--- src/rtl/core/bbspi_pkg.sv ---
// Shared types and constants for the bit-banged SPI master/slave engine.
`timescale 1ns / 1ps

package bbspi_pkg;

  localparam int unsigned BYTE_W    = 8;
  localparam int unsigned POS_W     = 3;
  localparam int unsigned S_TDATA_W = 16;
  localparam int unsigned M_TDATA_W = 16;

  // tuser code of an input item
  localparam logic KIND_TICK = 1'b0;
  localparam logic KIND_PUT  = 1'b1;

  // first and last bit position of a byte
  localparam logic [POS_W-1:0] POS_BIT0 = 3'd0;
  localparam logic [POS_W-1:0] POS_LAST = 3'd7;

  typedef enum logic [1:0] {
    CMD_PUT,
    CMD_MTICK,
    CMD_STICK
  } cmd_op_e;

  typedef struct packed {
    cmd_op_e             op;
    logic [BYTE_W-1:0]   data;
    logic                en;
    logic                miso;
    logic                mosi;
    logic                sclk;
    logic                sync;
  } cmd_t;

  typedef struct packed {
    logic                dropped;
    logic [BYTE_W-1:0]   rx_byte;
    logic                rx_valid;
    logic                miso;
    logic                sync;
    logic                mosi;
    logic                sclk;
  } rsp_t;

endpackage

--- src/rtl/core/bbspi_ram.sv ---
// Generic single-write, single-read RAM with registered read data.
`timescale 1ns / 1ps

module bbspi_ram #(
  parameter int unsigned WIDTH = 8,
  parameter int unsigned DEPTH = 16
) (
  input  logic                     clk_i,
  input  logic                     we_i,
  input  logic [$clog2(DEPTH)-1:0] waddr_i,
  input  logic [WIDTH-1:0]         wdata_i,
  input  logic [$clog2(DEPTH)-1:0] raddr_i,
  output logic [WIDTH-1:0]         rdata_o
);

  logic [WIDTH-1:0] mem_q [DEPTH];
  logic [WIDTH-1:0] rdata_q;

  always_ff @(posedge clk_i) begin
    if (we_i) begin
      mem_q[waddr_i] <= wdata_i;
    end
    rdata_q <= mem_q[raddr_i];
  end

  assign rdata_o = rdata_q;

endmodule

--- src/rtl/core/bbspi_front.sv ---
// Front end: role register, input item decode and classification.
`timescale 1ns / 1ps

module bbspi_front (
  input  logic                             clk_i,
  input  logic                             rst_ni,
  input  logic                             cfg_we_i,
  input  logic                             cfg_wdata_i,
  input  logic                             s_axis_tvalid,
  output logic                             s_axis_tready,
  input  logic [bbspi_pkg::S_TDATA_W-1:0]  s_axis_tdata,
  input  logic                             s_axis_tuser,
  output logic                             push_valid_o,
  input  logic                             push_ready_i,
  output bbspi_pkg::cmd_t                  cmd_o
);

  import bbspi_pkg::*;

  logic is_master_q;
  logic is_master_d;

  always_comb begin
    is_master_d = is_master_q;
    if (cfg_we_i) begin
      is_master_d = cfg_wdata_i;
    end
  end

  always_ff @(posedge clk_i or negedge rst_ni) begin
    if (!rst_ni) begin
      is_master_q <= 1'b0;
    end else begin
      is_master_q <= is_master_d;
    end
  end

  // tdata: put_byte[7:0], enable[8], miso[9], mosi[10], clk[11], sync[12]
  always_comb begin
    cmd_o.data = s_axis_tdata[7:0];
    cmd_o.en   = s_axis_tdata[8];
    cmd_o.miso = s_axis_tdata[9];
    cmd_o.mosi = s_axis_tdata[10];
    cmd_o.sclk = s_axis_tdata[11];
    cmd_o.sync = s_axis_tdata[12];
    if (s_axis_tuser == KIND_PUT) begin
      cmd_o.op = CMD_PUT;
    end else if (is_master_q) begin
      cmd_o.op = CMD_MTICK;
    end else begin
      cmd_o.op = CMD_STICK;
    end
  end

  assign push_valid_o  = s_axis_tvalid;
  assign s_axis_tready = push_ready_i;

endmodule

--- src/rtl/core/bbspi_cmdq.sv ---
// Two-entry command queue between front end and engine.
`timescale 1ns / 1ps

module bbspi_cmdq (
  input  logic            clk_i,
  input  logic            rst_ni,
  input  logic            push_valid_i,
  output logic            push_ready_o,
  input  bbspi_pkg::cmd_t push_cmd_i,
  output logic            pop_valid_o,
  input  logic            pop_ready_i,
  output bbspi_pkg::cmd_t pop_cmd_o
);

  import bbspi_pkg::*;

  localparam logic [1:0] CNT_FULL = 2'd2;

  cmd_t       slot_q [2];
  logic       wr_q, wr_d;
  logic       rd_q, rd_d;
  logic [1:0] cnt_q, cnt_d;
  logic       push, pop;

  assign push_ready_o = (cnt_q != CNT_FULL);
  assign pop_valid_o  = (cnt_q != 2'd0);
  assign pop_cmd_o    = slot_q[rd_q];

  assign push = push_valid_i && push_ready_o;
  assign pop  = pop_valid_o && pop_ready_i;

  always_comb begin
    wr_d  = push ? ~wr_q : wr_q;
    rd_d  = pop ? ~rd_q : rd_q;
    cnt_d = cnt_q;
    if (push && !pop) begin
      cnt_d = cnt_q + 2'd1;
    end else if (pop && !push) begin
      cnt_d = cnt_q - 2'd1;
    end
  end

  always_ff @(posedge clk_i or negedge rst_ni) begin
    if (!rst_ni) begin
      wr_q  <= 1'b0;
      rd_q  <= 1'b0;
      cnt_q <= 2'd0;
    end else begin
      wr_q  <= wr_d;
      rd_q  <= rd_d;
      cnt_q <= cnt_d;
    end
  end

  always_ff @(posedge clk_i) begin
    if (push) begin
      slot_q[wr_q] <= push_cmd_i;
    end
  end

endmodule

--- src/rtl/core/bbspi_engine.sv ---
// Back end: transmit FIFO, shift logic for both roles and result register.
`timescale 1ns / 1ps

module bbspi_engine #(
  parameter int unsigned QUEUE_DEPTH = 16
) (
  input  logic            clk_i,
  input  logic            rst_ni,
  input  logic            cmd_valid_i,
  output logic            cmd_ready_o,
  input  bbspi_pkg::cmd_t cmd_i,
  output logic            rsp_valid_o,
  input  logic            rsp_ready_i,
  output bbspi_pkg::rsp_t rsp_o
);

  import bbspi_pkg::*;

  localparam int unsigned AW = $clog2(QUEUE_DEPTH);
  localparam int unsigned CW = $clog2(QUEUE_DEPTH + 1);
  localparam logic [AW-1:0] PTR_LAST = AW'(QUEUE_DEPTH - 1);
  localparam logic [CW-1:0] CNT_FULL = CW'(QUEUE_DEPTH);
  localparam logic [CW-1:0] CNT_ONE  = CW'(1);

  function automatic logic [AW-1:0] ptr_inc(input logic [AW-1:0] p);
    ptr_inc = (p == PTR_LAST) ? '0 : p + AW'(1);
  endfunction

  // FIFO bookkeeping; head byte and the one behind it live in flops
  logic [CW-1:0]     count_q, count_d;
  logic [AW-1:0]     head_q, head_d;
  logic [AW-1:0]     tail_q, tail_d;
  logic [BYTE_W-1:0] head_byte_q, head_byte_d;
  logic [BYTE_W-1:0] next_byte_q, next_byte_d;
  logic              nb_ok_q, nb_ok_d;
  logic              rf1_q, rf1_d;
  logic              rf2_q, rf2_d;

  // shift state
  logic [POS_W-1:0]  tx_pos_q, tx_pos_d;
  logic [POS_W-1:0]  rx_pos_q, rx_pos_d;
  logic [BYTE_W-1:0] rx_shift_q, rx_shift_d;
  logic              phase_q, phase_d;
  logic              armed_q, armed_d;
  logic              pin_clk_q, pin_clk_d;
  logic              pin_mosi_q, pin_mosi_d;
  logic              pin_sync_q, pin_sync_d;
  logic              pin_miso_q, pin_miso_d;

  logic              out_valid_q, out_valid_d;
  rsp_t              out_q, out_d;

  logic              fire;
  logic              pop;
  logic              do_take;
  logic              take_lvl;
  logic              we;
  logic [BYTE_W-1:0] hb;
  logic [BYTE_W-1:0] rx_next;
  logic [POS_W-1:0]  tx_pos_inc;
  logic [BYTE_W-1:0] ram_rdata;
  rsp_t              rsp;

  assign cmd_ready_o = !out_valid_q || rsp_ready_i;
  assign fire        = cmd_valid_i && cmd_ready_o;
  assign hb          = (count_q != '0) ? head_byte_q : '0;
  assign tx_pos_inc  = tx_pos_q + POS_W'(1);

  // Backing store; read port always looks one past the head so the
  // entry behind the new head is refilled after a pop, via rf1/rf2 and the registered read.
  bbspi_ram #(
    .WIDTH (BYTE_W),
    .DEPTH (QUEUE_DEPTH)
  ) u_txq_ram (
    .clk_i   (clk_i),
    .we_i    (we),
    .waddr_i (tail_q),
    .wdata_i (cmd_i.data),
    .raddr_i (ptr_inc(head_q)),
    .rdata_o (ram_rdata)
  );

  always_comb begin
    count_d     = count_q;
    head_d      = head_q;
    tail_d      = tail_q;
    head_byte_d = head_byte_q;
    next_byte_d = next_byte_q;
    nb_ok_d     = nb_ok_q;
    rf1_d       = 1'b0;
    rf2_d       = rf1_q;
    tx_pos_d    = tx_pos_q;
    rx_pos_d    = rx_pos_q;
    rx_shift_d  = rx_shift_q;
    phase_d     = phase_q;
    armed_d     = armed_q;
    pin_clk_d   = pin_clk_q;
    pin_mosi_d  = pin_mosi_q;
    pin_sync_d  = pin_sync_q;
    pin_miso_d  = pin_miso_q;
    pop         = 1'b0;
    do_take     = 1'b0;
    take_lvl    = 1'b0;
    we          = 1'b0;
    rx_next     = rx_shift_q;
    rsp         = '0;

    // refill of the second entry; pops are at least eight items apart
    if (rf2_q && !nb_ok_q && (count_q > CNT_ONE)) begin
      next_byte_d = ram_rdata;
      nb_ok_d     = 1'b1;
    end

    if (fire) begin
      case (cmd_i.op)
        CMD_PUT: begin
          if (count_q == CNT_FULL) begin
            rsp.dropped = 1'b1;
          end else begin
            we      = 1'b1;
            tail_d  = ptr_inc(tail_q);
            count_d = count_q + CW'(1);
            if (count_q == '0) begin
              head_byte_d = cmd_i.data;
            end
            if (count_q == CNT_ONE) begin
              next_byte_d = cmd_i.data;
              nb_ok_d     = 1'b1;
            end
          end
        end
        CMD_MTICK: begin
          if (!cmd_i.en) begin
            pin_clk_d = 1'b0;
            phase_d   = 1'b0;
          end else begin
            phase_d   = ~phase_q;
            pin_clk_d = ~pin_clk_q;
            if (phase_q) begin
              // falling edge: sample
              do_take  = 1'b1;
              take_lvl = cmd_i.miso;
            end else begin
              // rising edge: drive
              pin_sync_d = (tx_pos_q == POS_BIT0);
              pin_mosi_d = hb[tx_pos_q];
              tx_pos_d   = tx_pos_inc;
              pop        = (tx_pos_q == POS_LAST);
            end
          end
        end
        CMD_STICK: begin
          if (!cmd_i.en) begin
            pin_miso_d = 1'b0;
          end else if (cmd_i.sclk != phase_q) begin
            phase_d = cmd_i.sclk;
            if (!cmd_i.sclk && ((rx_pos_q != POS_BIT0) || cmd_i.sync)) begin
              armed_d  = 1'b1;
              do_take  = 1'b1;
              take_lvl = cmd_i.mosi;
            end else if (armed_q || (tx_pos_q != POS_BIT0)) begin
              if (tx_pos_q == POS_LAST) begin
                pop        = 1'b1;
                tx_pos_d   = POS_BIT0;
                armed_d    = 1'b0;
                pin_miso_d = (count_q > CNT_ONE) ? next_byte_q[0] : 1'b0;
              end else begin
                tx_pos_d   = tx_pos_inc;
                pin_miso_d = hb[tx_pos_inc];
              end
            end else begin
              pin_miso_d = hb[tx_pos_q];
            end
          end
        end
        default: begin
        end
      endcase
    end

    if (do_take) begin
      rx_next[rx_pos_q] = take_lvl;
      rx_pos_d          = rx_pos_q + POS_W'(1);
      if (rx_pos_q == POS_LAST) begin
        rsp.rx_valid = 1'b1;
        rsp.rx_byte  = rx_next;
        rx_shift_d   = '0;
      end else begin
        rx_shift_d   = rx_next;
      end
    end

    if (pop && (count_q != '0)) begin
      head_d      = ptr_inc(head_q);
      count_d     = count_q - CW'(1);
      head_byte_d = next_byte_q;
      nb_ok_d     = 1'b0;
      rf1_d       = 1'b1;
    end

    rsp.sclk = pin_clk_d;
    rsp.mosi = pin_mosi_d;
    rsp.sync = pin_sync_d;
    rsp.miso = pin_miso_d;

    out_d       = out_q;
    out_valid_d = out_valid_q;
    if (fire) begin
      out_valid_d = 1'b1;
      out_d       = rsp;
    end else if (rsp_ready_i) begin
      out_valid_d = 1'b0;
    end
  end

  always_ff @(posedge clk_i or negedge rst_ni) begin
    if (!rst_ni) begin
      count_q     <= '0;
      head_q      <= '0;
      tail_q      <= '0;
      nb_ok_q     <= 1'b0;
      rf1_q       <= 1'b0;
      rf2_q       <= 1'b0;
      tx_pos_q    <= '0;
      rx_pos_q    <= '0;
      rx_shift_q  <= '0;
      phase_q     <= 1'b0;
      armed_q     <= 1'b0;
      pin_clk_q   <= 1'b0;
      pin_mosi_q  <= 1'b0;
      pin_sync_q  <= 1'b0;
      pin_miso_q  <= 1'b0;
      out_valid_q <= 1'b0;
    end else begin
      count_q     <= count_d;
      head_q      <= head_d;
      tail_q      <= tail_d;
      nb_ok_q     <= nb_ok_d;
      rf1_q       <= rf1_d;
      rf2_q       <= rf2_d;
      tx_pos_q    <= tx_pos_d;
      rx_pos_q    <= rx_pos_d;
      rx_shift_q  <= rx_shift_d;
      phase_q     <= phase_d;
      armed_q     <= armed_d;
      pin_clk_q   <= pin_clk_d;
      pin_mosi_q  <= pin_mosi_d;
      pin_sync_q  <= pin_sync_d;
      pin_miso_q  <= pin_miso_d;
      out_valid_q <= out_valid_d;
    end
  end

  always_ff @(posedge clk_i) begin
    head_byte_q <= head_byte_d;
    next_byte_q <= next_byte_d;
    out_q       <= out_d;
  end

  assign rsp_valid_o = out_valid_q;
  assign rsp_o       = out_q;

endmodule

--- src/rtl/core/bitbang_spi_master_slave.sv ---
// Top level of the tick-driven LSB-first SPI master/slave engine.
// The result of an item is on m_axis once it has passed the queue slot and the result register.
// Throughput: one item per cycle unless m_axis stalls, set by engine step and result register.
// The transmit FIFO head and next entry sit in flops; the RAM refills the next entry
// after a pop, well before the next pop, which comes at least eight items later.
// Reset (rst_ni, async low): empty FIFO, bit counters, pins and role (slave) cleared; no sweep.
`timescale 1ns / 1ps

module bitbang_spi_master_slave #(
  parameter int unsigned QUEUE_DEPTH = 16
) (
  input  logic                            clk_i,
  input  logic                            rst_ni,
  // role register: 1 = master, 0 = slave
  input  logic                            cfg_we_i,
  input  logic                            cfg_wdata_i,
  // input item stream
  input  logic                            s_axis_tvalid,
  output logic                            s_axis_tready,
  // put_byte[7:0], enable_level[8], miso_in[9], mosi_in[10], clk_in[11],
  // sync_in[12], zero[15:13]
  input  logic [bbspi_pkg::S_TDATA_W-1:0] s_axis_tdata,
  // kind[0]: 0 tick, 1 put
  input  logic                            s_axis_tuser,
  // result item stream
  output logic                            m_axis_tvalid,
  input  logic                            m_axis_tready,
  // clk_out[0], mosi_out[1], sync_out[2], miso_out[3], rx_valid[4],
  // rx_byte[12:5], put_dropped[13], zero[15:14]
  output logic [bbspi_pkg::M_TDATA_W-1:0] m_axis_tdata
);

  import bbspi_pkg::*;

  logic push_valid;
  logic push_ready;
  cmd_t push_cmd;
  logic pop_valid;
  logic pop_ready;
  cmd_t pop_cmd;
  rsp_t rsp;

  // Front: owns the role bit, turns each item into put / master tick /
  // slave tick.
  bbspi_front u_front (
    .clk_i         (clk_i),
    .rst_ni        (rst_ni),
    .cfg_we_i      (cfg_we_i),
    .cfg_wdata_i   (cfg_wdata_i),
    .s_axis_tvalid (s_axis_tvalid),
    .s_axis_tready (s_axis_tready),
    .s_axis_tdata  (s_axis_tdata),
    .s_axis_tuser  (s_axis_tuser),
    .push_valid_o  (push_valid),
    .push_ready_i  (push_ready),
    .cmd_o         (push_cmd)
  );

  // Two-deep queue so the input side keeps flowing while a result waits.
  bbspi_cmdq u_cmdq (
    .clk_i        (clk_i),
    .rst_ni       (rst_ni),
    .push_valid_i (push_valid),
    .push_ready_o (push_ready),
    .push_cmd_i   (push_cmd),
    .pop_valid_o  (pop_valid),
    .pop_ready_i  (pop_ready),
    .pop_cmd_o    (pop_cmd)
  );

  // Engine: FIFO, shift registers, pin state; registers one result per item.
  bbspi_engine #(
    .QUEUE_DEPTH (QUEUE_DEPTH)
  ) u_engine (
    .clk_i       (clk_i),
    .rst_ni      (rst_ni),
    .cmd_valid_i (pop_valid),
    .cmd_ready_o (pop_ready),
    .cmd_i       (pop_cmd),
    .rsp_valid_o (m_axis_tvalid),
    .rsp_ready_i (m_axis_tready),
    .rsp_o       (rsp)
  );

  assign m_axis_tdata = {2'b00, rsp.dropped, rsp.rx_byte, rsp.rx_valid,
                         rsp.miso, rsp.sync, rsp.mosi, rsp.sclk};

endmodule

--- config.mk ---
export PLATFORM = sky130hd
export DESIGN_NAME = bitbang_spi_master_slave
export DESIGN_NICKNAME = d
export VERILOG_FILES = /design/src/rtl/core/bbspi_pkg.sv /design/src/rtl/core/bbspi_ram.sv /design/src/rtl/core/bbspi_front.sv /design/src/rtl/core/bbspi_cmdq.sv /design/src/rtl/core/bbspi_engine.sv /design/src/rtl/core/bitbang_spi_master_slave.sv
export SDC_FILE = /design/constraint.sdc
export NUM_CORES = 1
export LEC_CHECK = 0
export BUFFER_PORTS_ARGS = -buffer_cell sky130_fd_sc_hd__clkbuf_2
export CAP_MARGIN = 40
export CORE_MARGIN = 3
export CORE_UTILIZATION = 60
export DETAILED_ROUTE_END_ITERATION = 16
export PLACE_DENSITY = 0.86
export SYNTH_ARGS = -nofsm -noshare
export SYNTH_HDL_FRONTEND = slang
export SYNTH_SLANG_ARGS = --single-unit
--- constraint.sdc ---
create_clock -name clk_i -period 4.5 [get_ports clk_i]
set_input_delay 0.45 -clock clk_i [delete_from_list [all_inputs] [get_ports clk_i]]
set_output_delay 0.45 -clock clk_i [all_outputs]
set_load 0.05 [all_outputs]
## After elaboration in Yosys (flattened, before gate mapping)

Memories as Yosys holds them, arrays and structs flattened. A register that Yosys moved wholly into a read port is not among the register bits.
Cells that the tools add are included.
W data, S select, Z words.

- $add $sub $neg: 8
- Order comparisons: 5
- Equality and inequality tests: 17
- Muxes and demuxes: 104
- Bitwise gates (word level): 5
- Reduce and logical (&&, ||, !) cells: 39

Operators with widths:

| cell | count |
|---|---|
| $mux W8 | 12 |
| $mux W1 | 66 |
| $mux W3 | 7 |
| $mux W5 | 4 |
| $reduce_bool A2 Y1 | 9 |
| $lt A3 B4 Y1 const B | 3 |
| $logic_and A1 B1 Y1 | 9 |
| $add A4 B1 Y4 const B | 2 |
| $bwmux W8 | 1 |
| $eq A4 B4 Y1 const B | 2 |
| $mux W2 | 4 |
| $mux W4 | 2 |
| $ne A2 B1 Y1 const B | 4 |
| $ne A2 B2 Y1 const B | 4 |
| $pmux W1 S2 | 4 |
| $reduce_and A4 Y1 | 2 |
| $reduce_and A8 Y1 | 1 |
| $add A3 B1 Y3 const B | 2 |
| $bmux W1 S3 | 2 |
| $eq A3 B3 Y1 const B | 2 |
| $pmux W3 S2 | 1 |
| $reduce_and A3 Y1 | 2 |
| $reduce_and A6 Y1 | 1 |
| $reduce_bool A3 Y1 | 2 |
| 20 further kinds | 30 |

- Bits in registers: 72
- RAM bits: 158
- Input port bits: 23
- Output and inout bits: 18
- Word-level logic and storage cells: 209
- Memories kept: 2

Memory list:

| memory | depth | width | read ports | clocked after memory_dff | write ports | RTL line | text |
|---|---|---|---|---|---|---|---|
| u_engine.u_txq_ram.mem_q | 16 | 8 | 1 | 1 | 1 | bbspi_ram.sv:16 | `logic [WIDTH-1:0] mem_q [DEPTH];` |
| u_cmdq.slot_q | 2 | 15 | 1 | 0 | 1 | bbspi_cmdq.sv:19 | `cmd_t slot_q [2];` |

## Depth between registers and ports, before layout

- Word-level depth: 11
- Depth in mapped cells: 11
- Depth with buffers taken out: 8

## Hierarchy

Synthesis repeated with hierarchy kept, for this count alone.

- Cells, all modules: 633
- Area total of the unflattened synthesis: 10164.7 sq um

Modules (own cells, without submodules):

| module | instances | cells each | area each (sq um) | seq. area each (sq um) |
|---|---|---|---|---|
| bbspi_ram | 1 | 229 | 5147.4 | 4003.8 |
| bbspi_engine | 1 | 317 | 3504.6 | 1746.7 |
| bbspi_cmdq | 1 | 65 | 1331.3 | 1001.0 |
| bbspi_front | 1 | 19 | 162.7 | 25.0 |
| bitbang_spi_master_slave | 1 | 3 | 18.8 | 0.0 |

## Worst setup path after synthesis

No wires, ideal clock.

- Kind: register -> register
- From: register u_cmdq.rd_q
- To: memory u_engine.u_txq_ram.mem_q[3][0] (enable)
- Library setup time: 383 ps
- Arrival time: 2624 ps
- Required time: 4117 ps
- Setup slack: 1492 ps
- Stages on the path, launching flop included: 9
- Buffers on the path: 3
- Period minus slack after synthesis: 3008 ps
- Cell sequence: dfrtp_1 > buf_6 > buf_1 > mux2i_1 > ha_1 > and4_1 > clkbuf_1 > nand2_1 > nor3_1

- Word-level cells in the longest chain between the ends: 6

Ends and longest elaborated chain:

| what | RTL line | text |
|---|---|---|
| start, declared | bbspi_cmdq.sv:21 | `logic rd_q, rd_d;` |
| start signal, assigned | bbspi_cmdq.sv:50 | `rd_q <= rd_d;` |
| $mem_v2 Z2 W15 | -- |  |
| $logic_not A2 Y1 | bbspi_engine.sv:115 | `case (cmd_i.op)` |
| $mux W1 | bbspi_engine.sv:115 |  |
| $mux W1 | bbspi_engine.sv:114 | `if (fire) begin` |
| $mux W1 | bbspi_ram.sv:20 | `if (we_i) begin` |
| $mux W1 (not written as such) | bbspi_ram.sv:21 | `mem_q[waddr_i] <= wdata_i;` |
| end, declared | bbspi_ram.sv:16 |  |

Every way passes these cells.

## Worst setup path after layout

- From: register u_cmdq.rd_q
- To: register u_engine.head_byte_q[1] (enable)

- Word-level cells in the longest chain between the ends: 11
- Elaborated cells on any way between the ends: 20
- Those cells by class: 4 x eq/ne; 6 x mux; 9 x reduce/logical; 1 x memory

Ends and longest elaborated chain:

| what | RTL line | text |
|---|---|---|
| $mem_v2 Z2 W15 * | -- |  |
| $logic_not A1 Y1 / $logic_or A1 B1 Y1 (equally long branches) | bbspi_engine.sv:157 | `if (!cmd_i.sclk && ((rx_pos_q != POS_BIT0) \|\| cmd_i.sync)) begin` |
| $logic_and A1 B1 Y1 | bbspi_engine.sv:157 |  |
| $mux W1 | bbspi_engine.sv:157 |  |
| $mux W1 | bbspi_engine.sv:155 | `end else if (cmd_i.sclk != phase_q) begin` |
| $mux W1 | bbspi_engine.sv:153 | `if (!cmd_i.en) begin` |
| $pmux W1 S2 | bbspi_engine.sv:115 |  |
| $mux W1 | bbspi_engine.sv:114 |  |
| $logic_and A1 B1 Y1 | bbspi_engine.sv:193 | `if (pop && (count_q != '0)) begin` |
| $ne A2 B2 Y1 (no source line) / $reduce_bool A2 Y1 (equally long branches) | -- |  |
| $reduce_and A4 Y1 (no source line) * | -- |  |
| end signal, assigned | bbspi_engine.sv:255 | `head_byte_q <= head_byte_d;` |
| end, declared | bbspi_engine.sv:33 | `logic [BYTE_W-1:0] head_byte_q, head_byte_d;` |

Mark *: on every way between the ends. The rest lies on a longest branch, timed or not.
A chain may end at the register's enable or synchronous reset.

==> flow_metrics.env <==
export IMPL_outcome="finished, violations left"
export IMPL_violations="hold timing"
export IMPL_rsz0062_at_grt="false"
export IMPL_multi_input_area_um2=3110
export IMPL_clock_sinks=238
export IMPL_crit_path_max_fanout=12
export IMPL_grt_ovfl_total=0
export IMPL_utilization_pct=69.9
export IMPL_cp_required_ns=4.70
export IMPL_layout_drive_gt1_share_pct=23.2
export IMPL_holdBufCountCts=0
export IMPL_power_density_nw_per_um2=639
export IMPL_core_area_um2=16200
export IMPL_initial_core_util_pct=62.6
export IMPL_grt_start_max_net_pins=43
export IMPL_area_growth_syn_to_layout_pct=11.7
export IMPL_dpl_hpwl_um=13100
export IMPL_cts_buffer_depth=3
export IMPL_totalWireLength_um=20200
export IMPL_yosysMostFrequentCell="edfxtp_1"
export IMPL_die_area_um2=18500
export IMPL_synth_seq_cells=238
export IMPL_syn_cell_area_um2=10100
export IMPL_cap_violations=0
export IMPL_finalSetupTns_ns=0
export IMPL_ant_nets=0
export IMPL_cts_setup_buffers=0
export IMPL_synth_edf_count=180
export IMPL_max_clock_freq_ghz=0.301
export IMPL_io_pins=41
export IMPL_register_area_um2=6780
export IMPL_h_tree_depth=1
export IMPL_avgSynthCellArea_um2=16.0
export IMPL_cp_end_kind="flip-flop"
export IMPL_grt_pass1_vias=5886
export IMPL_synthTopCellsByCount="edfxtp_1 (180), dfrtp_1 (42), nor2_1 (42)"
export IMPL_hold_viol_final=2
export IMPL_p_leak_nw=4.15
export IMPL_synth_cell_types=65
export IMPL_track_usage_pct=22.7
export IMPL_num_rows=46
export IMPL_gp_congestion=0.860
export IMPL_clk_latency_ns=0.52
export IMPL_io_buffers=35
export IMPL_finClkSkew_ns=0.0247
export IMPL_die_w_um=136
export IMPL_syn_inst=634
export IMPL_synth_area_leaders="edfxtp_1 (53%), dfrtp_1 (10%), mux4_2 (9.1%)"
export IMPL_drcViolationCount=0
export IMPL_nNetsFinal=719
export IMPL_n_antenna_cell=0
export IMPL_irDropWorstVdd_v=0.000601
export IMPL_tightest_slew_ns=0.891
export IMPL_clockRootBuffer="clkbuf_16"
export IMPL_first_pass_iters=5
export IMPL_wl_per_cell_um=22.2
export IMPL_yosysSeqAreaShare_pct=67.0
export IMPL_start_kind="flip-flop"
export IMPL_path_class="flip-flop to flip-flop"
export IMPL_synth_area_leader_cell="edfxtp_1"
export IMPL_hold_ws_ns=-0.00140
export IMPL_finalCritPeriodShare_pct=74.0
export IMPL_finalSetupViolCount=0
export IMPL_hp_class="primary input to async pin"
export IMPL_final_fill_count=984
export IMPL_synth_top_area_share_pct=53.4
export IMPL_worstPathArrival_ns=3.53
export IMPL_total_power_mw=7.23
export IMPL_slew_headroom_pct=40.4
export IMPL_drtIter0Drc=513
export IMPL_grt_pass1_wl_um=32200
export IMPL_yosysWarningCount=0
export IMPL_cts_tree="built"
export IMPL_clk_pin_slew_ns=0.07
export IMPL_die_height_um=136
export IMPL_cts_made_buffers=24
export IMPL_vias=5698
export IMPL_cts_resized=0
export IMPL_ys_async_sr_fraction_pct=17.6
export IMPL_finalCriticalPeriod_ns=3.33
export IMPL_slew_violations=0
export IMPL_synthFlopType="edfxtp_1"
export IMPL_via_per_inst=6.25
export IMPL_antenna_found_initial=0
==> cells by family after synthesis <==
logic type / synth area share (%)
flip-flops: 67.0
buffers and inverters: 2.28
adder cells (fa/ha/maj): 2.35
other: 0.0371
AND/OR/NAND/NOR: 6.68
multiplexers: 15.1
AO/OA/AOI/OAI: 5.49
XOR/XNOR: 1.04
==> registers in the layout, indices dropped and copies added (netlist names), 2 cells and up <==
name and flops:
u_engine.u_txq_ram.mem_q 128, u_cmdq.slot_q 30, u_engine.tail_q 4, u_cmdq.cnt_q 2, u_engine.rsp_o 14, u_engine.count_q 5, u_engine.head_byte_q 8, u_engine.rx_shift_q 8
u_engine.head_q 4, u_engine.u_txq_ram.rdata_o 8, u_engine.next_byte_q 8, u_engine.tx_pos_q 3, u_engine.rx_pos_q 3
==> routing by layer <==
metal,global-route usage (%),wire length [µm],up-vias,part of all wire [%]
met3,3.74,1330,42,6.6
li1,-,-,2527,-
met4,7.00,435,0,2.2
met5,0,0,-,0
met1,29.9,7990,2869,40
met2,39.1,10500,260,52
==> cell type report <==
type,instances,area share [%]
multi-input combinational,345,27.5
inverter,21,0.697
sequential,238,59.9
clock buffer,32,6.03
tap,216,2.39
timing repair buffer,47,2.32
clock inverter,12,1.06
==> path summary, 6_finish.rpt <==
check,start,endpoint,slack (ns),cells past startpoint
max,u_cmdq.rd_q,u_engine.head_byte_q[1],1.17,7
min,rst_ni,u_cmdq.rd_q,-0.001,2
max reg2reg,u_cmdq.rd_q,u_engine.head_byte_q[1],1.17,7
min reg2reg,u_engine.rf1_q,u_engine.rf2_q,0.36,0
max in group asynchronous,rst_ni,u_engine.head_q[0],4.10,2
min in group clk_i,s_axis_tdata[0],u_cmdq.slot_q[0][5],0.12,1
==> worst max-delay path: stages (launching register included) <==
cell,delay [ns]
dfrtp_1,0.67
mux2i_1,0.38
ha_1,0.50
nand2_1,0.19
o32ai_4,0.44
nand2_2,0.33
o31ai_1,0.22
buf_2,0.27
==> metrics by stage <==
step	setup slack (ns)	area, µm²	cells
finish	1.17	11300	911
global route	1.00	11300	911
CTS	1.20	11300	910
detailed placement	1.24	10500	866
global placement	1.37	10500	865
floorplan	1.49	10100	635
==> power breakdown <==
group	total [mW]	internal [mW]	switching, mW
Sequential	3.21	2.92	0.295
Clock	2.00	1.19	0.819
Combinational	2.01	0.754	1.26
Total	7.23	4.85	2.37
==> cells in the final DEF (no fill, tap or decap), types with 6 or more instances in the layout <==
| cell | synthesis | routed |
|---|---|---|
| mux4_2 | 41 | 41 |
| inv_1 | 20 | 20 |
| buf_4 | 4 | 11 |
| ha_1 | 19 | 19 |
| nor2_1 | 42 | 42 |
| clkbuf_2 | 0 | 35 |
| mux2_2 | 12 | 12 |
| mux2_4 | 9 | 9 |
| dfrtp_1 | 42 | 41 |
| clkbuf_16 | 0 | 25 |
| a21oi_1 | 24 | 24 |
| nand2_1 | 36 | 36 |
| nor3_1 | 12 | 12 |
| o21ai_0 | 22 | 22 |
| clkinv_2 | 0 | 7 |
| mux2i_1 | 26 | 26 |
| nand3_1 | 7 | 7 |
| and3_1 | 7 | 7 |
| nand2b_1 | 6 | 6 |
| xnor2_1 | 8 | 8 |
| edfxtp_1 | 180 | 180 |
| dfxtp_1 | 16 | 16 |
Power figures use the tool's default switching activity.
